## config.mk

```make
export PLATFORM = sky130hd
export DESIGN_NAME = sprite_animation_sequencer_core
export DESIGN_NICKNAME = d
export VERILOG_FILES = /design/src/rtl/spr_anim_pkg.sv /design/src/rtl/spr_anim_store.sv /design/src/rtl/spr_anim_engine.sv /design/src/rtl/sprite_animation_sequencer_core.sv
export VERILOG_INCLUDE_DIRS = /design/src /design/src/rtl
export SDC_FILE = /design/constraint.sdc
export NUM_CORES = 2
export LEC_CHECK = 0
export BUFFER_PORTS_ARGS = -buffer_cell sky130_fd_sc_hd__clkbuf_2
export CORE_MARGIN = 5
export CORE_UTILIZATION = 47
export DETAILED_ROUTE_END_ITERATION = 10
export GPL_ROUTABILITY_DRIVEN = 0
export PLACE_DENSITY = 0.68
export SLEW_MARGIN = 20
export SYNTH_ARGS = -nofsm -noshare
export SYNTH_HDL_FRONTEND = slang
export SYNTH_HIERARCHICAL = 1
export SYNTH_SLANG_ARGS = --single-unit
```

## constraint.sdc

```tcl
create_clock -name aclk -period 10.15 [get_ports aclk]
set_input_delay 1.015 -clock aclk [delete_from_list [all_inputs] [get_ports aclk]]
set_output_delay 1.015 -clock aclk [all_outputs]
set_load 0.05 [all_outputs]
```

## src/rtl/sprite_animation_sequencer_core_macros.svh

```systemverilog
// ----------------------------------------------------------------------------
// Sprite animation sequencer assertion macros
// Concurrent assertion helpers shared by the sequencer RTL.
// ----------------------------------------------------------------------------
`ifndef SPRITE_ANIMATION_SEQUENCER_CORE_MACROS_SVH
`define SPRITE_ANIMATION_SEQUENCER_CORE_MACROS_SVH

`ifndef SYNTHESIS
`define SPR_ANIM_ASSERT_SAME(label, clk, rstn, ante, cons, msg) \
    label: assert property (@(posedge clk) disable iff (!rstn) (ante) |-> (cons)) \
        else $error(msg);
`define SPR_ANIM_ASSERT_NEXT(label, clk, rstn, ante, cons, msg) \
    label: assert property (@(posedge clk) disable iff (!rstn) (ante) |=> (cons)) \
        else $error(msg);
`else
`define SPR_ANIM_ASSERT_SAME(label, clk, rstn, ante, cons, msg)
`define SPR_ANIM_ASSERT_NEXT(label, clk, rstn, ante, cons, msg)
`endif

`endif

```

## src/rtl/spr_anim_pkg.sv

```systemverilog
// ----------------------------------------------------------------------------
// Sprite animation sequencer package
// Payload types, configuration types and codes shared by the sequencer RTL.
// ----------------------------------------------------------------------------
package spr_anim_pkg;

    localparam int FRAME_W     = 6;
    localparam int FRAME_LIMIT = 64;

    localparam logic [1:0] OP_TICK   = 2'd0;
    localparam logic [1:0] OP_LOAD   = 2'd1;
    localparam logic [1:0] OP_SELECT = 2'd2;

    localparam logic [1:0] MODE_NONE     = 2'd0;
    localparam logic [1:0] MODE_SINGLE   = 2'd1;
    localparam logic [1:0] MODE_CYCLE    = 2'd2;
    localparam logic [1:0] MODE_SEQUENCE = 2'd3;

    localparam logic [1:0] REG_ANIM_MODE   = 2'd0;
    localparam logic [1:0] REG_ONE_SHOT    = 2'd1;
    localparam logic [1:0] REG_ANIM_SPEED  = 2'd2;
    localparam logic [1:0] REG_FRAME_COUNT = 2'd3;

    typedef struct packed {
        logic [1:0]         opcode;
        logic [3:0]         animation_number;
        logic [3:0]         entry_position;
        logic [FRAME_W-1:0] entry_frame;
        logic               entry_is_end;
    } in_item_t;

    typedef struct packed {
        logic [FRAME_W-1:0] current_frame;
        logic               anim_done;
    } out_item_t;

    typedef struct packed {
        logic               is_end;
        logic [FRAME_W-1:0] frame;
    } seq_entry_t;

    typedef struct packed {
        logic [1:0] anim_mode;
        logic       one_shot;
        logic [7:0] anim_speed;
        logic [6:0] frame_count;
    } cfg_t;

endpackage

```

## src/rtl/spr_anim_store.sv

```systemverilog
// ----------------------------------------------------------------------------
// Sprite animation sequence store
// One write port and two registered read ports; a write to the address being
// read in the same cycle is passed straight to that read port.
// ----------------------------------------------------------------------------
module spr_anim_store
    import spr_anim_pkg::*;
#(
    parameter int DEPTH  = 256,
    parameter int ADDR_W = 8
) (
    input  logic              aclk,
    input  logic              wr_en,
    input  logic [ADDR_W-1:0] wr_addr,
    input  seq_entry_t        wr_data,
    input  logic [ADDR_W-1:0] rd_addr_a,
    input  logic [ADDR_W-1:0] rd_addr_b,
    output seq_entry_t        rd_data_a,
    output seq_entry_t        rd_data_b
);

    seq_entry_t mem_reg [DEPTH];
    seq_entry_t rd_data_a_reg;
    seq_entry_t rd_data_b_reg;

    always_ff @(posedge aclk) begin
        if (wr_en) begin
            mem_reg[wr_addr] <= wr_data;
        end
        if (wr_en && (wr_addr == rd_addr_a)) begin
            rd_data_a_reg <= wr_data;
        end else begin
            rd_data_a_reg <= mem_reg[rd_addr_a];
        end
        if (wr_en && (wr_addr == rd_addr_b)) begin
            rd_data_b_reg <= wr_data;
        end else begin
            rd_data_b_reg <= mem_reg[rd_addr_b];
        end
    end

    assign rd_data_a = rd_data_a_reg;
    assign rd_data_b = rd_data_b_reg;

endmodule

```

## src/rtl/spr_anim_engine.sv

```systemverilog
// ----------------------------------------------------------------------------
// Sprite animation sequencer engine
// Holds the animation state, applies one item per execute cycle and keeps the
// store read ports pointed at the entries the next item may need.
// ----------------------------------------------------------------------------
`include "sprite_animation_sequencer_core_macros.svh"

module spr_anim_engine
    import spr_anim_pkg::*;
#(
    parameter int NUM_ANIMATIONS  = 16,
    parameter int SEQUENCE_LENGTH = 16
) (
    input  logic      aclk,
    input  logic      aresetn,
    input  logic      exec,
    input  in_item_t  item,
    input  cfg_t      cfg,
    output out_item_t result_next
);

    localparam int DEPTH  = NUM_ANIMATIONS * SEQUENCE_LENGTH;
    localparam int ADDR_W = $clog2(DEPTH);
    localparam int POS_W  = $clog2(SEQUENCE_LENGTH);
    localparam int SEL_W  = (NUM_ANIMATIONS > 1) ? $clog2(NUM_ANIMATIONS) : 1;

    logic [7:0]         tick_reg,  tick_next;
    logic [FRAME_W-1:0] frame_reg, frame_next;
    logic [POS_W-1:0]   pos_reg,   pos_next;
    logic [SEL_W-1:0]   sel_reg,   sel_next;
    logic               done_reg,  done_next;
    seq_entry_t         cur_entry_reg, cur_entry_next;

    seq_entry_t        rd_a;
    seq_entry_t        rd_b;
    seq_entry_t        fallback;
    seq_entry_t        load_entry;
    logic              wr_en;
    logic [ADDR_W-1:0] rd_addr_a;
    logic [ADDR_W-1:0] rd_addr_b;

    logic [8:0]  tick_inc;
    logic        advance;
    logic [6:0]  frame_inc;
    logic [15:0] pos_inc;
    logic        seq_has_next;
    logic        anim_ok;
    logic        pos_ok;
    logic [15:0] load_addr;
    logic [15:0] cur_addr;
    logic [15:0] next_base;
    logic [15:0] next_pos_inc;

    assign tick_inc     = {1'b0, tick_reg} + 9'd1;
    assign advance      = tick_inc >= {1'b0, cfg.anim_speed};
    assign frame_inc    = {1'b0, frame_reg} + 7'd1;
    assign pos_inc      = 16'(pos_reg) + 16'd1;
    assign seq_has_next = (pos_inc < 16'(SEQUENCE_LENGTH)) && !rd_a.is_end;
    assign fallback     = (cfg.one_shot && (pos_reg != '0)) ? cur_entry_reg : rd_b;
    assign anim_ok      = 16'(item.animation_number) < 16'(NUM_ANIMATIONS);
    assign pos_ok       = 16'(item.entry_position) < 16'(SEQUENCE_LENGTH);
    assign load_addr    = 16'(item.animation_number) * 16'(SEQUENCE_LENGTH)
                          + 16'(item.entry_position);
    assign cur_addr     = 16'(sel_reg) * 16'(SEQUENCE_LENGTH) + 16'(pos_reg);
    assign load_entry   = '{is_end: item.entry_is_end, frame: item.entry_frame};

    always_comb begin
        tick_next      = tick_reg;
        frame_next     = frame_reg;
        pos_next       = pos_reg;
        sel_next       = sel_reg;
        done_next      = done_reg;
        cur_entry_next = cur_entry_reg;
        wr_en          = 1'b0;
        if (!aresetn) begin
            tick_next  = '0;
            frame_next = '0;
            pos_next   = '0;
            sel_next   = '0;
            done_next  = 1'b0;
        end else if (exec) begin
            case (item.opcode)
                OP_TICK: begin
                    case (cfg.anim_mode)
                        MODE_SINGLE: begin
                            frame_next = '0;
                        end
                        MODE_CYCLE: begin
                            if (advance) begin
                                tick_next = '0;
                                if ((frame_inc >= cfg.frame_count) ||
                                    (frame_inc >= 7'(FRAME_LIMIT)) || frame_inc[6]) begin
                                    frame_next = '0;
                                end else begin
                                    frame_next = frame_inc[FRAME_W-1:0];
                                end
                            end else begin
                                tick_next = tick_inc[7:0];
                            end
                        end
                        MODE_SEQUENCE: begin
                            if (advance) begin
                                tick_next = '0;
                                if (seq_has_next) begin
                                    pos_next       = pos_inc[POS_W-1:0];
                                    frame_next     = rd_a.frame;
                                    cur_entry_next = rd_a;
                                end else begin
                                    if (cfg.one_shot) begin
                                        done_next = 1'b1;
                                    end else begin
                                        pos_next = '0;
                                    end
                                    if (!fallback.is_end) begin
                                        frame_next = fallback.frame;
                                    end
                                end
                            end else begin
                                tick_next = tick_inc[7:0];
                            end
                        end
                        default: begin
                        end
                    endcase
                end
                OP_LOAD: begin
                    if (anim_ok && pos_ok) begin
                        wr_en = 1'b1;
                        if (load_addr == cur_addr) begin
                            cur_entry_next = load_entry;
                        end
                    end
                end
                OP_SELECT: begin
                    if (anim_ok) begin
                        sel_next = SEL_W'(item.animation_number);
                        pos_next = '0;
                    end
                end
                default: begin
                end
            endcase
        end
    end

    assign next_base    = 16'(sel_next) * 16'(SEQUENCE_LENGTH);
    assign next_pos_inc = 16'(pos_next) + 16'd1;
    assign rd_addr_a    = (next_pos_inc < 16'(SEQUENCE_LENGTH)) ?
                          ADDR_W'(next_base + next_pos_inc) : ADDR_W'(next_base);
    assign rd_addr_b    = ADDR_W'(next_base);

    always_ff @(posedge aclk) begin
        tick_reg      <= tick_next;
        frame_reg     <= frame_next;
        pos_reg       <= pos_next;
        sel_reg       <= sel_next;
        done_reg      <= done_next;
        cur_entry_reg <= cur_entry_next;
    end

    spr_anim_store #(
        .DEPTH  (DEPTH),
        .ADDR_W (ADDR_W)
    ) u_store (
        .aclk      (aclk),
        .wr_en     (wr_en),
        .wr_addr   (ADDR_W'(load_addr)),
        .wr_data   (load_entry),
        .rd_addr_a (rd_addr_a),
        .rd_addr_b (rd_addr_b),
        .rd_data_a (rd_a),
        .rd_data_b (rd_b)
    );

    assign result_next = '{current_frame: frame_next, anim_done: done_next};

    `SPR_ANIM_ASSERT_NEXT(a_done_sticky, aclk, aresetn, done_reg, done_reg,
        "Done flag cleared without reset")
    `SPR_ANIM_ASSERT_SAME(a_pos_in_range, aclk, aresetn, 1'b1,
        (32'(pos_reg) < 32'(SEQUENCE_LENGTH)), "Sequence position beyond table")
    `SPR_ANIM_ASSERT_NEXT(a_select_rewinds, aclk, aresetn,
        (exec && (item.opcode == OP_SELECT) && anim_ok),
        ((pos_reg == '0) && (32'(sel_reg) < 32'(NUM_ANIMATIONS))),
        "Select did not rewind the sequence")

endmodule

```

## src/rtl/sprite_animation_sequencer_core.sv

```systemverilog
// ----------------------------------------------------------------------------
// Sprite animation sequencer core
// Input register, sequencer engine, result register and APB register bank.
// ----------------------------------------------------------------------------
// The input item and the result are each held in a register.
// Throughput: one item per cycle while results are taken; a tick reads at most
// two store entries, both served by the store's two registered read ports.
// Reset (synchronous, active low) clears the animation state, the handshake
// state and the registers; sequence store contents are undefined until loaded.
module sprite_animation_sequencer_core
    import spr_anim_pkg::*;
#(
    parameter int NUM_ANIMATIONS  = 16,
    parameter int SEQUENCE_LENGTH = 16
) (
    input  logic        aclk,
    input  logic        aresetn,
    input  logic        s_valid,
    output logic        s_ready,
    input  in_item_t    s_item,
    output logic        m_valid,
    input  logic        m_ready,
    output out_item_t   m_item,
    input  logic        psel,
    input  logic        penable,
    input  logic        pwrite,
    input  logic [3:0]  paddr,
    input  logic [31:0] pwdata,
    output logic [31:0] prdata,
    output logic        pready
);

    logic       in_valid_reg,  in_valid_next;
    in_item_t   in_item_reg;
    logic       out_valid_reg, out_valid_next;
    out_item_t  out_item_reg;
    logic [1:0] anim_mode_reg;
    logic       one_shot_reg;
    logic [7:0] anim_speed_reg;
    logic [6:0] frame_count_reg;

    logic       exec;
    logic       cfg_wr;
    cfg_t       cfg;
    out_item_t  result_next;

    assign exec    = in_valid_reg && (!out_valid_reg || m_ready);
    assign s_ready = !in_valid_reg || exec;
    assign m_valid = out_valid_reg;
    assign m_item  = out_item_reg;
    assign pready  = 1'b1;
    assign cfg_wr  = psel && penable && pwrite && pready;

    assign cfg = '{anim_mode: anim_mode_reg, one_shot: one_shot_reg,
                   anim_speed: anim_speed_reg, frame_count: frame_count_reg};

    always_comb begin
        in_valid_next = in_valid_reg;
        if (s_valid && s_ready) begin
            in_valid_next = 1'b1;
        end else if (exec) begin
            in_valid_next = 1'b0;
        end
        out_valid_next = out_valid_reg;
        if (exec) begin
            out_valid_next = 1'b1;
        end else if (m_ready) begin
            out_valid_next = 1'b0;
        end
    end

    always_comb begin
        unique case (paddr[3:2])
            REG_ANIM_MODE:   prdata = 32'(anim_mode_reg);
            REG_ONE_SHOT:    prdata = 32'(one_shot_reg);
            REG_ANIM_SPEED:  prdata = 32'(anim_speed_reg);
            REG_FRAME_COUNT: prdata = 32'(frame_count_reg);
            default:         prdata = '0;
        endcase
    end

    always_ff @(posedge aclk) begin
        if (!aresetn) begin
            in_valid_reg    <= 1'b0;
            out_valid_reg   <= 1'b0;
            anim_mode_reg   <= MODE_NONE;
            one_shot_reg    <= 1'b0;
            anim_speed_reg  <= '0;
            frame_count_reg <= 7'd1;
        end else begin
            in_valid_reg  <= in_valid_next;
            out_valid_reg <= out_valid_next;
            if (cfg_wr) begin
                unique case (paddr[3:2])
                    REG_ANIM_MODE:   anim_mode_reg   <= pwdata[1:0];
                    REG_ONE_SHOT:    one_shot_reg    <= pwdata[0];
                    REG_ANIM_SPEED:  anim_speed_reg  <= pwdata[7:0];
                    REG_FRAME_COUNT: frame_count_reg <= pwdata[6:0];
                    default: begin
                    end
                endcase
            end
        end
    end

    always_ff @(posedge aclk) begin
        if (s_valid && s_ready) begin
            in_item_reg <= s_item;
        end
        if (exec) begin
            out_item_reg <= result_next;
        end
    end

    spr_anim_engine #(
        .NUM_ANIMATIONS  (NUM_ANIMATIONS),
        .SEQUENCE_LENGTH (SEQUENCE_LENGTH)
    ) u_engine (
        .aclk        (aclk),
        .aresetn     (aresetn),
        .exec        (exec),
        .item        (in_item_reg),
        .cfg         (cfg),
        .result_next (result_next)
    );

endmodule

```

==> reports/results.md <==
* clock skew after layout: 0.0295 ns
* number of distinct library cells after synthesis: 80
* clock-pin slew on the worst setup and hold paths: 0.06 ns
* count of yosys warnings during synthesis: 6
* CTS H-Tree Depth: 4
* Die Footprint: 198,000 um^2
* classification of the worst setup path: reg -> reg
* netlist area before placement: 88,800 um^2
* horizontal die dimension: 445 um
* wire length reported by the detailed router: 261,000 um
* Mean Syn Cell Area: 17.9 um^2
* cell count after synthesis: 4,953
* clock tree buffer depth: 3
* detailed-route via count: 52,400
* critical path data required time: 10.88 ns
* number of antenna violations at the first check in global routing: 4
* largest fanout on the critical path: 60
* post-route non-filler standard cell count: 7,595
* final count of hold timing violations: 0
* detail-routed net length per standard cell: 34.4 um
* flip-flop and latch area: 55,900 um^2
* most utilized layer in the global route result: met2
* placed instance count: 7,241
* cell accounting for the most synthesized area: sky130_fd_sc_hd__edfxtp_1
* path type of the worst min-delay path: in -> reg
* largest net degree at the start of global routing: 251
* initial cell density of the core: 0.473
* all-layer global routing usage: 0.261
* total number of nets in the final design: 5,019
* most frequent standard cell in the layout excluding fill and tap cells: sky130_fd_sc_hd__edfxtp_1
* ratio of cells with drive above 1 in the final layout: 0.270
* floorplan row count: 159
* wire length of the first global-routing pass: 372,000 um
* first-pass detailed-route iteration total: 6
* number of buffers added to fix hold violations after cts: 0
* pre-CTS setup slack: 4.05 ns
* PortBufs: 50
* Tcrit/Tclk final: 0.615
* routing usage on met2: 0.401
* launch point of the worst hold path: s_item[10]
* met3 track utilization from global routing: 0.0679
* number of nets with antenna violations after detailed routing: 0
* clock latency reported for the late side of the worst-skew pair: 0.84 ns
* Slew Limit Fails: 0
* highest ir drop seen on vdd: 137 uV
* number of enable-type register cells in the synthesized netlist: 1,823
* fill cell total of the finished layout: 14,800
* final period demand of the worst path: 6.24 ns
* top cells by area, synth: sky130_fd_sc_hd__edfxtp_1, sky130_fd_sc_hd__mux4_2, sky130_fd_sc_hd__mux2i_1, sky130_fd_sc_hd__nor2_1, sky130_fd_sc_hd__dfxtp_1
* Sink Count: 1,882
* overall power consumption: 0.0164 W
* DPL Wire Length: 165,000 um
* unrepaired setup endpoints after global routing: false
* maximum operating frequency: 0.160 GHz
* critical path endpoint category: flop
* area growth from synthesis to layout: 9.87%
* crit path launch type: flop
* max_cap viols: 0
* post-CTS setup repair buffer count: 0
* number of top-level pins: 102
* fraction of synthesis flops using an asynchronous set or reset pin: 0
* overflow left after global routing: 0
* via/cell ratio: 6.89
* number of storage elements in the synthesis netlist: 1,882
* top cell type's share of synthesized area: 0.616
* run status: complete, no violations
* multi-input logic area: 30,700 um^2
* CTS tree: yes
* clock root buffer: sky130_fd_sc_hd__clkbuf_16
* Seq/Total Area, Yosys: 0.630
* slack of the critical path: 3.91 ns
* number of design rule violations left after detail routing: 0
* leading cell types in the layout, fill and taps excluded: sky130_fd_sc_hd__edfxtp_1, sky130_fd_sc_hd__mux4_2, sky130_fd_sc_hd__mux2i_1, sky130_fd_sc_hd__nor2_1, sky130_fd_sc_hd__clkbuf_16
* Largest register FFs: 1,792
* vias in the first global route: 51,700
* Fin Setup TNS: 0 ns
* final setup violation count: 0
* relative slew slack: 0.0444
* starting DRC count in detailed routing: 7,021
* Core ar.: 188,000 um^2
* Power per Cell Area: 168 nW/um^2
* static power due to leakage: 31.1 nW
* met1 usage: 0.352
* measured slew at the worst slew-check pin: 1.42 ns
* Main synth FF type: sky130_fd_sc_hd__edfxtp_1
* final hold slack: 0.353 ns
* critical path arrival: 6.97 ns
* Gates resized, CTS repair: 0
* vertical extent of the die: 445 um
* total CTS buffers: 188
[cell families after synthesis]
kind of cell    synth area share
compound gates            0.0524
simple gates              0.0409
other cells             0.000127
mux                        0.244
fa+ha+maj                0.00282
buf+inv                   0.0280
flops                      0.630
xor+xnor                 0.00197
[power by group]
| group | internal (W) | total, W | switching [W] |
|---|---|---|---|
| Sequential | 0.00853 | 0.00856 | 0.0000295 |
| Clock | 0.00404 | 0.00703 | 0.00299 |
| Combinational | 0.000267 | 0.000783 | 0.000516 |
| Total | 0.0128 | 0.0164 | 0.00354 |
[per-stage QoR]
stage | area (um^2) | utilization
after global placement | 91300 | 0.486
after global routing | 97600 | 0.520
after detailed placement | 91300 | 0.486
final | 97600 | 0.520
after floorplan | 88900 | -
after CTS | 97500 | 0.519
[cells in the mapped netlist (all sizes together), types with 6 or more instances]
cell type	instances
nor3	90
o22ai	117
nor2	326
a21oi	85
o32ai	8
clkbuf	169
nor2b	55
ha	20
nand2	157
a21boi	7
mux4	802
a22o	38
edfxtp	1823
a211oi	49
nand4	14
a311oi	6
nand2b	20
a22oi	48
o221ai	79
mux2i	319
dfxtp	59
or3	7
buf	242
a31oi	8
o2111ai	6
o31ai	10
a221oi	44
inv	26
a31o	7
nor4	27
and2	20
o21ai	81
o22a	13
or2	9
o311ai	7
mux2	39
nand3	35
xor2	15
a2111oi	21
[final timing paths]
path                                     to  slack [ns]  depth (start not counted)
max                                    flop        3.91                         18
max reg2reg                            flop        3.91                         18
min reg2reg  anim_speed_reg[5]$_SDFFE_PN0P_        0.48                          2
min               in_item_reg[10]$_DFFE_PP_        0.35                          1
[worst max-delay path: stages, from the launching register on]
cell	delay, ns
sky130_fd_sc_hd__dfxtp_4	0.55
sky130_fd_sc_hd__buf_4	0.54
sky130_fd_sc_hd__buf_4	0.84
sky130_fd_sc_hd__nand2b_2	0.33
sky130_fd_sc_hd__buf_4	0.40
sky130_fd_sc_hd__buf_4	0.33
sky130_fd_sc_hd__o221ai_1	0.31
sky130_fd_sc_hd__o21ai_0	0.14
sky130_fd_sc_hd__a21oi_1	0.43
sky130_fd_sc_hd__nor3_1	0.09
sky130_fd_sc_hd__o32ai_1	0.25
sky130_fd_sc_hd__buf_4	0.23
sky130_fd_sc_hd__a31o_2	0.24
sky130_fd_sc_hd__nand2_1	0.13
sky130_fd_sc_hd__a211o_1	0.34
sky130_fd_sc_hd__a21boi_0	0.25
sky130_fd_sc_hd__ha_1	0.27
sky130_fd_sc_hd__o21ai_1	0.09
sky130_fd_sc_hd__a21bo_1	0.18
[routing by layer]
layer,vias up,share of wire,wire (um)
li1,20800,-,-
met1,27400,0.36,95000
met2,3509,0.46,121000
met3,634,0.12,31700
met4,2,0.052,13700
met5,-,0.000050,13
[layout make-up]
type                            instances  area share
Inverter                               29     0.00114
Clock buffer                          231      0.0508
Sequential cell                      1882       0.573
Multi-Input combinational cell       2657       0.314
Antenna cell                            6    0.000154
Tap cell                             2495      0.0320
Timing Repair Buffer                  181      0.0157
Clock inverter                        114      0.0126
Power figures use the tool's default switching activity.
